File: src/sv/bsl_pkg.sv
// shared types and constants for the bit-timed serial link
package bsl_pkg;

  localparam int unsigned TICK_W        = 10;
  localparam int unsigned EXTRA_W       = 4;
  localparam int unsigned IDX_W         = 4;
  localparam int unsigned BYTE_W        = 8;
  localparam int unsigned OP_W          = 3;
  localparam int unsigned CFG_IDX_W     = 1;
  localparam int unsigned CFG_DATA_W    = 10;
  localparam int unsigned DATA_BITS_DEF = 8;

  localparam logic [TICK_W-1:0]  BIT_TICKS_RST   = TICK_W'(30);
  localparam logic [EXTRA_W-1:0] FIRST_EXTRA_RST = EXTRA_W'(1);

  typedef enum logic [OP_W-1:0] {
    OP_TICK = 3'd0,
    OP_SEND = 3'd1,
    OP_RECV = 3'd2,
    OP_EXIT = 3'd3,
    OP_SET  = 3'd4
  } op_t;

  typedef enum logic [CFG_IDX_W-1:0] {
    REG_BIT_TICKS   = 1'd0,
    REG_FIRST_EXTRA = 1'd1
  } reg_idx_t;

  typedef enum logic [3:0] {
    PH_IDLE     = 4'd0,
    PH_TX_PRE   = 4'd1,
    PH_TX_START = 4'd2,
    PH_TX_DATA  = 4'd3,
    PH_TX_STOP  = 4'd4,
    PH_RX_WAIT  = 4'd5,
    PH_RX_EXTRA = 4'd6,
    PH_RX_BIT   = 4'd7,
    PH_RX_FINAL = 4'd8
  } phase_t;

  typedef struct packed {
    logic [TICK_W-1:0]  bit_ticks;
    logic [EXTRA_W-1:0] first_sample_extra;
  } cfg_t;

  typedef struct packed {
    logic              line_out;
    logic [BYTE_W-1:0] rx_byte;
    logic              rx_done;
    logic              tx_done;
    logic              busy_res;
    logic              rejected;
  } res_t;

endpackage

File: src/sv/bsl_if.sv
// channel interfaces for op items and link results
interface bsl_item_if;
  logic       valid;
  logic       ready;
  logic [2:0] op;
  logic [7:0] tx_byte;
  logic       line_in;

  modport source (output valid, op, tx_byte, line_in, input ready);
  modport sink   (input valid, op, tx_byte, line_in, output ready);
endinterface

interface bsl_res_if;
  logic       valid;
  logic       ready;
  logic       line_out;
  logic [7:0] rx_byte;
  logic       rx_done;
  logic       tx_done;
  logic       busy_res;
  logic       rejected;

  modport source (output valid, line_out, rx_byte, rx_done, tx_done, busy_res, rejected,
                  input ready);
  modport sink   (input valid, line_out, rx_byte, rx_done, tx_done, busy_res, rejected,
                  output ready);
endinterface

File: src/sv/bsl_cfg.sv
// configuration registers: bit period and first sample offset
module bsl_cfg (
  input  logic                                clk,
  input  logic                                rst,
  input  logic                                cfg_we,
  input  logic [bsl_pkg::CFG_IDX_W-1:0]       cfg_index,
  input  logic [bsl_pkg::CFG_DATA_W-1:0]      cfg_data,
  output bsl_pkg::cfg_t                       cfg
);
  import bsl_pkg::*;

  always_ff @(posedge clk) begin
    if (rst) begin
      cfg.bit_ticks          <= BIT_TICKS_RST;
      cfg.first_sample_extra <= FIRST_EXTRA_RST;
    end else if (cfg_we) begin
      case (cfg_index)
        REG_BIT_TICKS:   cfg.bit_ticks          <= cfg_data[TICK_W-1:0];
        REG_FIRST_EXTRA: cfg.first_sample_extra <= cfg_data[EXTRA_W-1:0];
        default: ;
      endcase
    end
  end

endmodule

File: src/sv/bsl_core.sv
// link engine: state registers and next-state logic for one item per cycle while fire is high
module bsl_core #(
  parameter int unsigned DATA_BITS = bsl_pkg::DATA_BITS_DEF
) (
  input  logic                          clk,
  input  logic                          rst,
  input  bsl_pkg::cfg_t                 cfg,
  input  logic                          fire,
  input  logic [bsl_pkg::OP_W-1:0]      op,
  input  logic [bsl_pkg::BYTE_W-1:0]    tx_byte,
  input  logic                          line_in,
  output bsl_pkg::res_t                 res
);
  import bsl_pkg::*;

  phase_t              phase, phase_next;
  logic [TICK_W-1:0]   tick_count, tick_count_next;
  logic [IDX_W-1:0]    bit_index, bit_index_next;
  logic [BYTE_W-1:0]   shift_byte, shift_byte_next;
  logic                line_level, line_level_next;
  logic                exit_flag, exit_flag_next;

  logic [TICK_W-1:0]   tick_inc;
  logic                done_bt, done_extra, last_bit;

  assign tick_inc   = tick_count + 1'b1;
  // a zero period behaves as one tick since the compare always passes
  assign done_bt    = tick_inc >= cfg.bit_ticks;
  assign done_extra = tick_inc >= TICK_W'(cfg.first_sample_extra);
  assign last_bit   = ({1'b0, bit_index} + 1'b1) >= (IDX_W+1)'(DATA_BITS);

  always_comb begin
    phase_next      = phase;
    tick_count_next = tick_count;
    bit_index_next  = bit_index;
    shift_byte_next = shift_byte;
    line_level_next = line_level;
    exit_flag_next  = exit_flag;
    res             = '0;

    case (op)
      OP_SEND, OP_RECV: begin
        if (phase != PH_IDLE) begin
          res.rejected = 1'b1;
        end else if (op == OP_SEND) begin
          shift_byte_next = tx_byte;
          phase_next      = PH_TX_PRE;
          tick_count_next = '0;
        end else begin
          shift_byte_next = '0;
          tick_count_next = '0;
          if (!exit_flag) begin
            phase_next = PH_RX_WAIT;
          end else if (cfg.first_sample_extra == '0) begin
            phase_next     = PH_RX_BIT;
            bit_index_next = '0;
          end else begin
            phase_next = PH_RX_EXTRA;
          end
        end
      end
      OP_EXIT: exit_flag_next = 1'b1;
      OP_SET:  exit_flag_next = 1'b0;
      OP_TICK: begin
        case (phase)
          PH_IDLE: ;
          PH_TX_PRE: begin
            tick_count_next = done_bt ? '0 : tick_inc;
            if (done_bt) begin
              line_level_next = 1'b0;
              phase_next      = PH_TX_START;
            end
          end
          PH_TX_START: begin
            tick_count_next = done_bt ? '0 : tick_inc;
            if (done_bt) begin
              line_level_next = shift_byte[BYTE_W-1];
              shift_byte_next = {shift_byte[BYTE_W-2:0], 1'b0};
              bit_index_next  = '0;
              phase_next      = PH_TX_DATA;
            end
          end
          PH_TX_DATA: begin
            tick_count_next = done_bt ? '0 : tick_inc;
            if (done_bt) begin
              if (last_bit) begin
                line_level_next = 1'b1;
                phase_next      = PH_TX_STOP;
              end else begin
                line_level_next = shift_byte[BYTE_W-1];
                shift_byte_next = {shift_byte[BYTE_W-2:0], 1'b0};
                bit_index_next  = bit_index + 1'b1;
              end
            end
          end
          PH_TX_STOP: begin
            tick_count_next = done_bt ? '0 : tick_inc;
            if (done_bt) begin
              res.tx_done = 1'b1;
              phase_next  = PH_IDLE;
            end
          end
          PH_RX_WAIT: begin
            if (!line_in || exit_flag) begin
              tick_count_next = '0;
              if (cfg.first_sample_extra == '0) begin
                phase_next     = PH_RX_BIT;
                bit_index_next = '0;
              end else begin
                phase_next = PH_RX_EXTRA;
              end
            end
          end
          PH_RX_EXTRA: begin
            tick_count_next = done_extra ? '0 : tick_inc;
            if (done_extra) begin
              phase_next     = PH_RX_BIT;
              bit_index_next = '0;
            end
          end
          PH_RX_BIT: begin
            tick_count_next = done_bt ? '0 : tick_inc;
            if (done_bt) begin
              shift_byte_next = {shift_byte[BYTE_W-2:0], line_in};
              if (last_bit) phase_next = PH_RX_FINAL;
              else          bit_index_next = bit_index + 1'b1;
            end
          end
          PH_RX_FINAL: begin
            tick_count_next = done_bt ? '0 : tick_inc;
            if (done_bt) begin
              res.rx_done = 1'b1;
              res.rx_byte = shift_byte;
              phase_next  = PH_IDLE;
            end
          end
          default: begin
            phase_next      = PH_IDLE;
            tick_count_next = '0;
          end
        endcase
      end
      default: ;
    endcase

    res.line_out = line_level_next;
    res.busy_res = (phase_next != PH_IDLE);
  end

  always_ff @(posedge clk) begin
    if (rst) begin
      phase      <= PH_IDLE;
      tick_count <= '0;
      bit_index  <= '0;
      shift_byte <= '0;
      line_level <= 1'b1;
      exit_flag  <= 1'b0;
    end else if (fire) begin
      phase      <= phase_next;
      tick_count <= tick_count_next;
      bit_index  <= bit_index_next;
      shift_byte <= shift_byte_next;
      line_level <= line_level_next;
      exit_flag  <= exit_flag_next;
    end
  end

endmodule

File: src/sv/bsl_skid.sv
// two-entry result register; ready upstream comes from a flop
module bsl_skid (
  input  logic           clk,
  input  logic           rst,
  input  logic           push,
  input  bsl_pkg::res_t  din,
  output logic           up_ready,
  output logic           dn_valid,
  input  logic           dn_ready,
  output bsl_pkg::res_t  dout
);
  import bsl_pkg::*;

  logic main_valid, skid_valid;
  res_t main_data, skid_data;
  logic pop;

  assign up_ready = !skid_valid;
  assign dn_valid = main_valid;
  assign dout     = main_data;
  assign pop      = main_valid && dn_ready;

  always_ff @(posedge clk) begin
    if (rst) begin
      main_valid <= 1'b0;
      skid_valid <= 1'b0;
    end else if (pop) begin
      if (skid_valid) begin
        skid_valid <= 1'b0;
      end else begin
        main_valid <= push;
      end
    end else if (push) begin
      if (!main_valid) main_valid <= 1'b1;
      else             skid_valid <= 1'b1;
    end
  end

  always_ff @(posedge clk) begin
    if (pop) begin
      main_data <= skid_valid ? skid_data : din;
    end else if (push) begin
      if (!main_valid) main_data <= din;
      else             skid_data <= din;
    end
  end

endmodule

File: src/sv/bit_timed_serial_link.sv
// bit-timed serial link top level
//
// item channel: one op per transfer (tick, send, receive, exit, set), with the
// tx byte and the sampled receive line level. time advances on tick ops only,
// so the bit period is bit_ticks tick transfers, not clock cycles.
// result channel: one result per item (line level, received byte and done
// flags, busy and rejected), taken after the item is applied.
// the result of an item is registered before it reaches the result channel.
// one item per cycle while item ready is high; the engine state updates in the cycle of
// the transfer through one pass of next-state logic.
// a two-entry result register sits in front of the result channel; item ready
// drops only when both entries hold results, and no result is ever dropped.
// configuration: register 0 bit_ticks, register 1 first_sample_extra, written
// through cfg_we / cfg_index / cfg_data; the user must write them only while the
// link is idle, which the block does not enforce. reset: phase idle, line high,
// exit flag clear, registers at 30 and 1, both result entries empty; item ready stays low while rst is high.
module bit_timed_serial_link #(
  parameter int unsigned DATA_BITS = bsl_pkg::DATA_BITS_DEF
) (
  input  logic                             clk,
  input  logic                             rst,
  bsl_item_if.sink                         item,
  bsl_res_if.source                        result,
  input  logic                             cfg_we,
  input  logic [bsl_pkg::CFG_IDX_W-1:0]    cfg_index,
  input  logic [bsl_pkg::CFG_DATA_W-1:0]   cfg_data
);
  import bsl_pkg::*;

  cfg_t cfg;
  res_t res_next, res_out;
  logic fire, up_ready;

  // no item is taken while the link is held in reset
  assign item.ready = up_ready && !rst;
  assign fire       = item.valid && up_ready && !rst;

  bsl_cfg u_cfg (
    .clk       (clk),
    .rst       (rst),
    .cfg_we    (cfg_we),
    .cfg_index (cfg_index),
    .cfg_data  (cfg_data),
    .cfg       (cfg)
  );

  bsl_core #(
    .DATA_BITS (DATA_BITS)
  ) u_core (
    .clk     (clk),
    .rst     (rst),
    .cfg     (cfg),
    .fire    (fire),
    .op      (item.op),
    .tx_byte (item.tx_byte),
    .line_in (item.line_in),
    .res     (res_next)
  );

  bsl_skid u_skid (
    .clk      (clk),
    .rst      (rst),
    .push     (fire),
    .din      (res_next),
    .up_ready (up_ready),
    .dn_valid (result.valid),
    .dn_ready (result.ready),
    .dout     (res_out)
  );

  assign result.line_out = res_out.line_out;
  assign result.rx_byte  = res_out.rx_byte;
  assign result.rx_done  = res_out.rx_done;
  assign result.tx_done  = res_out.tx_done;
  assign result.busy_res = res_out.busy_res;
  assign result.rejected = res_out.rejected;

endmodule

File: src/flat_wrapper.sv
// flat-port wrapper written by rule: the top's interface ports become plain ports
module bit_timed_serial_link_flat import bsl_pkg::*;
#(
  parameter int unsigned DATA_BITS = bsl_pkg::DATA_BITS_DEF
)
  (clk, rst, cfg_we, cfg_index, cfg_data, item_valid, item_op, item_tx_byte, item_line_in, item_ready, result_valid, result_line_out, result_rx_byte, result_rx_done, result_tx_done, result_busy_res, result_rejected, result_ready);
  bsl_item_if item_i ();
  bsl_res_if result_i ();
  input  logic clk;
  input  logic rst;
  input  logic cfg_we;
  input  logic [bsl_pkg::CFG_IDX_W-1:0] cfg_index;
  input  logic [bsl_pkg::CFG_DATA_W-1:0] cfg_data;
  input wire logic [$bits(item_i.valid)-1:0] item_valid;
  input wire logic [$bits(item_i.op)-1:0] item_op;
  input wire logic [$bits(item_i.tx_byte)-1:0] item_tx_byte;
  input wire logic [$bits(item_i.line_in)-1:0] item_line_in;
  output wire logic [$bits(item_i.ready)-1:0] item_ready;
  output wire logic [$bits(result_i.valid)-1:0] result_valid;
  output wire logic [$bits(result_i.line_out)-1:0] result_line_out;
  output wire logic [$bits(result_i.rx_byte)-1:0] result_rx_byte;
  output wire logic [$bits(result_i.rx_done)-1:0] result_rx_done;
  output wire logic [$bits(result_i.tx_done)-1:0] result_tx_done;
  output wire logic [$bits(result_i.busy_res)-1:0] result_busy_res;
  output wire logic [$bits(result_i.rejected)-1:0] result_rejected;
  input wire logic [$bits(result_i.ready)-1:0] result_ready;
  assign item_i.valid = item_valid;
  assign item_i.op = item_op;
  assign item_i.tx_byte = item_tx_byte;
  assign item_i.line_in = item_line_in;
  assign item_ready = item_i.ready;
  assign result_valid = result_i.valid;
  assign result_line_out = result_i.line_out;
  assign result_rx_byte = result_i.rx_byte;
  assign result_rx_done = result_i.rx_done;
  assign result_tx_done = result_i.tx_done;
  assign result_busy_res = result_i.busy_res;
  assign result_rejected = result_i.rejected;
  assign result_i.ready = result_ready;
  bit_timed_serial_link #(.DATA_BITS(DATA_BITS)) u_core (.clk(clk), .rst(rst), .item(item_i), .result(result_i), .cfg_we(cfg_we), .cfg_index(cfg_index), .cfg_data(cfg_data));
endmodule
File: config.mk
export PLATFORM = sky130hd
export DESIGN_NAME = bit_timed_serial_link_flat
export DESIGN_NICKNAME = d
export VERILOG_FILES = /design/src/sv/bsl_pkg.sv /design/src/sv/bsl_if.sv /design/src/sv/bsl_cfg.sv /design/src/sv/bsl_core.sv /design/src/sv/bsl_skid.sv /design/src/sv/bit_timed_serial_link.sv /design/src/flat_wrapper.sv
export SDC_FILE = /design/constraint.sdc
export NUM_CORES = 1
export LEC_CHECK = 0
export BUFFER_PORTS_ARGS = -buffer_cell sky130_fd_sc_hd__buf_2
export CORE_ASPECT_RATIO = 0.5
export CORE_MARGIN = 2
export CORE_UTILIZATION = 25
export DETAILED_ROUTE_END_ITERATION = 16
export REMOVE_ABC_BUFFERS = 1
export SLEW_MARGIN = 20
export SYNTH_ARGS = -nofsm -noshare
export SYNTH_HDL_FRONTEND = slang
export SYNTH_HIERARCHICAL = 1
export SYNTH_SLANG_ARGS = --single-unit
File: constraint.sdc
create_clock -name clk -period 3.4 [get_ports clk]
set_input_delay 0 -clock clk [delete_from_list [all_inputs] [get_ports clk]]
set_output_delay 0 -clock clk [all_outputs]
set_load 0.03 [all_outputs]
# Yosys cells after proc, flatten, opt, wreduce, memory -nomap -nowiden
# Index checks and enable logic that the tools add are counted.
classes:
  bitwise_logic: 2
  order_cmp: 3
  add_sub_neg: 3
  n_eq_ne: 28
  n_mux: 61
  reduce_logical: 31
ops:
  columns: ["op", "count"]
  rows:
  - ["$mux W4", 19]
  - ["$mux W13", 4]
  - ["$mux W10", 5]
  - ["$mux W8", 6]
  - ["$pmux W10 S4", 1]
  - ["$pmux W4 S8", 1]
  - ["$ne A3 B3 Y1 const B", 8]
  - ["$pmux W8 S3", 1]
  - ["$pmux W10 S2", 1]
  - ["$mux W9", 2]
  - ["$eq A4 B3 Y1 const B", 4]
  - ["$pmux W4 S2", 2]
  - ["$pmux W4 S4", 1]
  - ["$pmux W8 S2", 1]
  - ["$mux W1", 13]
  - ["$reduce_and A2 Y1", 6]
  - ["$reduce_and A11 Y1", 1]
  - ["$add A10 B1 Y10 const B", 1]
  - ["$ge A10 B10 Y1", 1]
  - ["$ge A10 B4 Y1", 1]
  - ["$ne A2 B2 Y1 const B", 5]
  - ["$eq A4 B2 Y1 const B", 2]
  - ["$logic_not A4 Y1", 2]
  - ["$reduce_and A8 Y1", 1]
  - ["other kinds (26)", 39]
totals:
  elab_cells: 150
  out_inout_bits: 15
  in_bits: 28
  regBits: 70

# Longest topological paths before layout
depth:
  ltp_word: 10
  depth_mapped: 15
  ltp_nobuf: 13

# Hierarchy
# Netlist, hierarchy kept.
by_module_without_submodules:
  columns: ["mod", "seq_area_each_um2", "n_inst", "cells_each", "area_each_um2"]
  rows:
  - ["bsl_core", 560.5, 1, 344, 2498.6]
  - ["bsl_skid", 820.8, 1, 51, 1072.3]
  - ["bsl_cfg", 280.3, 1, 61, 601.8]
  - ["bit_timed_serial_link", 0.0, 1, 2, 15.0]

# Least setup slack after synthesis
# OpenSTA, ideal clock, no wires.
synth_path:
  path_kind: "reg2reg"
  from: "register u_core.u_core.tick_count[0]"
  to: "register u_core.u_skid.main_data (netlist bit u_core/u_skid/dout[12]) (data pin)"
  period_less_slack_ns: 3.368
  required_time_ns: 3.140
  setup_ns: 0.260
  path_buffers: 1
  slack_ns: 0.032
  path_stages_with_launch: 15
  t_arrival_ns: 3.109
  cell_sequence: "dfxtp_1 > ha_1 > and4_1 > nand2_1 > xnor2_1 > ha_1 > o21a_1 > nor2_1 > maj3_2 > o31a_1 > nor2_1 > nand3_1 > mux2_2 > buf_4 > mux2_2"
synth_between:
  elab_chain_cells: 8
  elab_cells_between_ends: 11
  cone_classes: "1 x add/sub; 1 x order compare; 9 x mux"
synth_lines:
  columns: ["item", "line", "source"]
  rows:
  - ["from (decl)", "bsl_core.sv:17", "logic [TICK_W-1:0] tick_count, tick_count_next;"]
  - ["from (signal assigned)", "bsl_core.sv:160", "tick_count <= tick_count_next;"]
  - ["$add A10 B1 Y10 *", "bsl_core.sv:26", "assign tick_inc = tick_count + 1'b1;"]
  - ["$ge A10 B10 Y1 *", "bsl_core.sv:28", "assign done_bt = tick_inc >= cfg.bit_ticks;"]
  - ["$mux W1, on equally long branches", "bsl_core.sv:85, bsl_core.sv:69, bsl_core.sv:76", null]
  - ["$pmux W1 S3 *", "bsl_core.sv:65", "case (phase)"]
  - ["$mux W1 *", "bsl_core.sv:41", "case (op)"]
  - ["via u_core.u_core.line_level_next", "bsl_core.sv:20", "logic line_level, line_level_next;"]
  - ["$mux W13", "bsl_skid.sv:43", "if (!main_valid) main_data <= din;"]
  - ["$mux W13", "bsl_skid.sv:42", "end else if (push) begin"]
  - ["$mux W13 *", "bsl_skid.sv:40", "if (pop) begin"]
  - ["to (signal assigned)", "bsl_skid.sv:41", "main_data <= skid_valid ? skid_data : din;"]
  - ["to (signal assigned)", "bsl_skid.sv:43", null]
  - ["to (decl)", "bsl_skid.sv:15", "res_t main_data, skid_data;"]
# The timed path passes the listed nets; every way through them passes the cells marked *. The select of a mux whose other input is x is not followed.
# A chain may end at the register's enable or synchronous reset.

==> results.txt <==
----------------------------------------------------
[Synthesis]
  Fraction of the yosys area taken by sequential cells ... between 30 and 40%
  Primary flip-flop cell chosen by synthesis mapping ... sky130_fd_sc_hd__dfxtp_1
  Share of flip-flops with an asynchronous set or reset after synthesis ... 0%
  Most area-hungry cell type in the Yosys netlist ... sky130_fd_sc_hd__dfxtp_1
  Synth top cells by count ... 54 x sky130_fd_sc_hd__nor2_1, 44 x sky130_fd_sc_hd__dfxtp_1, 29 x sky130_fd_sc_hd__nand2_1
  Number of cells produced by synthesis ... about 460
  YS warnings ... 6
  Count of flip-flops with a built-in enable after synthesis ... 26
  Post-synthesis cell area ... roughly 4200 um^2
  Most common cell in the synthesized netlist ... sky130_fd_sc_hd__nor2_1
  Synth unique cells ... 64
  Post-synthesis register bit count ... 70
  Synth top area cells ... sky130_fd_sc_hd__dfxtp_1 21%, sky130_fd_sc_hd__edfxtp_1 19%, sky130_fd_sc_hd__nor2_1 4.8%
  Area fraction of the dominant cell type after synthesis ... a little over a fifth
  Average size of a mapped cell ... about 9.1 um^2

[Clock tree]
  Clock insertion delay at the later pin of the skew report ... ~0.34 ns
  Register clock-pin slew on the reported worst setup and hold paths ... 0.06 ns
  H-Tree Level Count ... 3
  Cell at the root of the clock tree ... sky130_fd_sc_hd__clkbuf_16
  Clk sink count ... 70
  Number of buffers created by CTS ... 9
  Maximum number of buffers from clock root to sink ... 2
  TritonCTS clock tree ... done

[STA]
  Count of endpoints failing hold in the final timing report ... 0
  Headroom to the max-slew limit ... a little over two fifths
  Transition time of the tightest slew-check pin ... around 0.87 ns
  Setup Total Neg Slack ... 0 ns
  Endpoints failing setup ... 0
  Worst clock skew ... ~0.0094 ns
  Min Clock Period, post-route ... roughly 3.3 ns
  Max-slew violations ... 0
  Portion of the clock cycle consumed by the worst path in the final layout ... 96.5%
  Highest attainable clock frequency ... 305 MHz
  Unrepaired setup endpoints after global routing ... yes
  Worst path setup slack after routing ... around 0.12 ns

[Global route]
  Via count of the first global-routing pass ... 3502
  Largest net degree at the start of global routing ... 50
  Initial antenna violation count ... 0
  Global-route congestion overflow total ... 0
  Wire length of the first global-routing pass ... ~17 mm
  All-layer global routing usage ... roughly an eighth

[Routing]
  Per-cell routed wire length ... around 14 um
  Number of nets with antenna violations after detailed routing ... 0
  Drt drc ... 0
  Drt pass-1 iters ... 5
  Detailed Route Iter0 Violations ... 207
  Final Routed Wirelength ... between 10 and 15 mm
  Via density ... approximately 4.8
  Vias ... 3629

[Worst setup path]
  Arrival time worst endpoint ... 3.36 ns
  Startpoint type of the worst setup path ... flip-flop
  Kind of end point of the critical path ... flip-flop
  Kind of critical path ... reg -> reg
  Maximum net fanout on the critical path ... 6
  CP required ... about 3.5 ns
  Worst reg2reg setup slack ... between 0.1 and 0.15 ns

[Pwr]
  Maximum vdd ir drop ... ~0.19 mV
  Leak Pwr ... ~2 nW
  Power density cells ... 410 nW/um^2

[Placement]
  Cell area after placement ... about 4700 um^2
  DPL Wire Length ... approximately 7.6 mm
  Weighted congestion reported at the end of routability-driven placement ... 0.937
  IO buf count ... between 40 and 50
  Dpl ws ... -0.0403 ns

[Floorplan]
  I/O pin total ... 43
  Floorplan Core Area ... about 16000 um^2
  Height of the die ... 95.5 um
  Total number of placement rows ... 33
  Width of the die ... between 150 and 200 um
  Floorplan die area ... 17900 um^2
  Initial Utilization ... between 20 and 30%

[Layout]
  Share of final-layout standard cells stronger than drive strength 1 ... around 25%
  Final Instance Area ... 5310 um^2
  NumNets Final ... ~570
  Inserted Diodes ... 0
  Area delta synth->final ... 26.7%

[Min path]
  Min-Delay Path Class ... in -> reg

[Run]
  Max-Cap Viols ... 0

[Outcome]
  Status ... finished, final reports clean

----------------------------------------------------
-- layout by cell type, fill, tap and decap left out, drive strengths merged, types with 3 or more instances in the layout --
master       Yosys  routed
a211o            3       3
a211oi          15      15
a21bo            3       3
a21oi           26      26
a22oi            8       8
a311oi           3       3
a31oi            5       5
and2            13      13
and3             3       3
and4             3       3
buf             11      69
clkbuf          16      10
dfxtp           44      44
dlygate4sd3      0      12
edfxtp          26      26
ha              14      14
inv             22      23
mux2            16      16
mux2i            6       6
nand2           29      29
nand2b          15      15
nand3           15      15
nand4            7       7
nand4bb          6       6
nor2            54      54
nor2b            4       4
nor3            10      10
o2111ai          4       4
o211ai           5       5
o21a             4       4
o21ai           16      16
or3              4       4
or4              5       5
xnor2           13      13
xor2             4       4
-- flip-flops by register name (all words and copies together), names as in the netlist --
| name | cells |
|---|---|
| u_core/u_cfg/cfg | 14 |
| u_core/u_core/phase | 4 |
| u_core/u_core/exit_flag | 1 |
| u_core/u_skid/dout | 13 |
| u_core/u_skid/dn_valid | 1 |
| u_core/u_core/bit_index | 4 |
| u_core/u_core/tick_count | 10 |
| u_core/u_skid/skid_data | 13 |
| u_core/u_core/shift_byte | 8 |
| u_core/u_core/line_level | 1 |
| u_core/u_skid/skid_valid | 1 |
-- power breakdown --
part / internal, mW / switching, mW
Combinational: 0.102 / 0.148
Clock: 0.647 / 0.364
Sequential: 0.893 / 0.0222
-- critical path, stage by stage, from the launching register on --
cell and delay, ns:
sky130_fd_sc_hd__dfxtp_4 0.36, sky130_fd_sc_hd__buf_6 0.12, sky130_fd_sc_hd__nand4_1 0.11, sky130_fd_sc_hd__buf_4 0.17
sky130_fd_sc_hd__or2_2 0.30, sky130_fd_sc_hd__xnor2_2 0.15, sky130_fd_sc_hd__ha_1 0.31, sky130_fd_sc_hd__inv_1 0.04
sky130_fd_sc_hd__nor2_1 0.13, sky130_fd_sc_hd__a21oi_2 0.10, sky130_fd_sc_hd__or2_2 0.31, sky130_fd_sc_hd__o2111a_1 0.16
sky130_fd_sc_hd__a311oi_2 0.31, sky130_fd_sc_hd__o2111ai_2 0.19, sky130_fd_sc_hd__mux2_4 0.28
-- stage by stage --
stage / total power [mW] / instances / utilization, % / hold slack, ns
3_3_place_gp: 1.16 / 723 / 28.8 / 0.255
6_report: 2.18 / 755 / 32.4 / 0.0426
4_1_cts: 2.19 / 751 / 31.6 / 0.0250
5_1_grt: 2.27 / 755 / 32.4 / 0.0542
3_5_place_dp: 1.16 / 723 / 28.8 / 0.262
2_1_floorplan: 1.07 / 431 / - / 0.0691
-- area by class of cell --
type / count / area (um^2)
clock buffers: 10 / 229
clock inverters: 6 / 93.8
fillers: 1696 / 11100
inverters: 22 / 82.6
multi-input cells: 339 / 2410
flip-flops and latches: 70 / 1670
well taps: 227 / 284
repair buffers: 81 / 537
-- cell families after synthesis --
family / share of synthesized area (%)
xor gates and xnor gates: 3.56
DFF: 39.7
adders and majority gates: 4.45
muxes: 6.63
AOI/OAI and AO/OA: 18.8
and+or+nand+nor: 21.6
buffers and inverters: 5.26
-- path summary, 6_finish.rpt --
path                            cells after the start                               end                                     start
worst max-delay path                               14   u_core/u_skid/dout[1]$_DFFE_PP_  u_core/u_core/tick_count[0]$_SDFFE_PP0P_
worst min-delay path                                3  u_core/u_cfg/cfg[2]$_SDFFE_PP0P_                                 cfg_index
worst max register to register                     14   u_core/u_skid/dout[1]$_DFFE_PP_  u_core/u_core/tick_count[0]$_SDFFE_PP0P_
worst min register to register                      2  u_core/u_cfg/cfg[9]$_SDFFE_PP0P_          u_core/u_cfg/cfg[9]$_SDFFE_PP0P_
-- layer usage --
layer / part of all wire (%) / track usage [%] / up-vias
li1: - / - / 1804
met1: 46 / 14.3 / 1687
met2: 46 / 20.3 / 116
met3: 5.3 / 2.65 / 22
met4: 2.8 / 6.08 / 0
met5: 0 / 0 / -
-- repair_timing --
| action | CTS | global route |
|---|---|---|
| hold endpoints to repair | 16 | 0 |
| resized for setup | 4 | 22 |
| endpoints found under the setup margin | 2 | 20 |
| hold buffers | 12 | 0 |
| pin swaps | 0 | 10 |
| buffers inserted | 0 | 4 |
(Power assumes the default switching activity.)
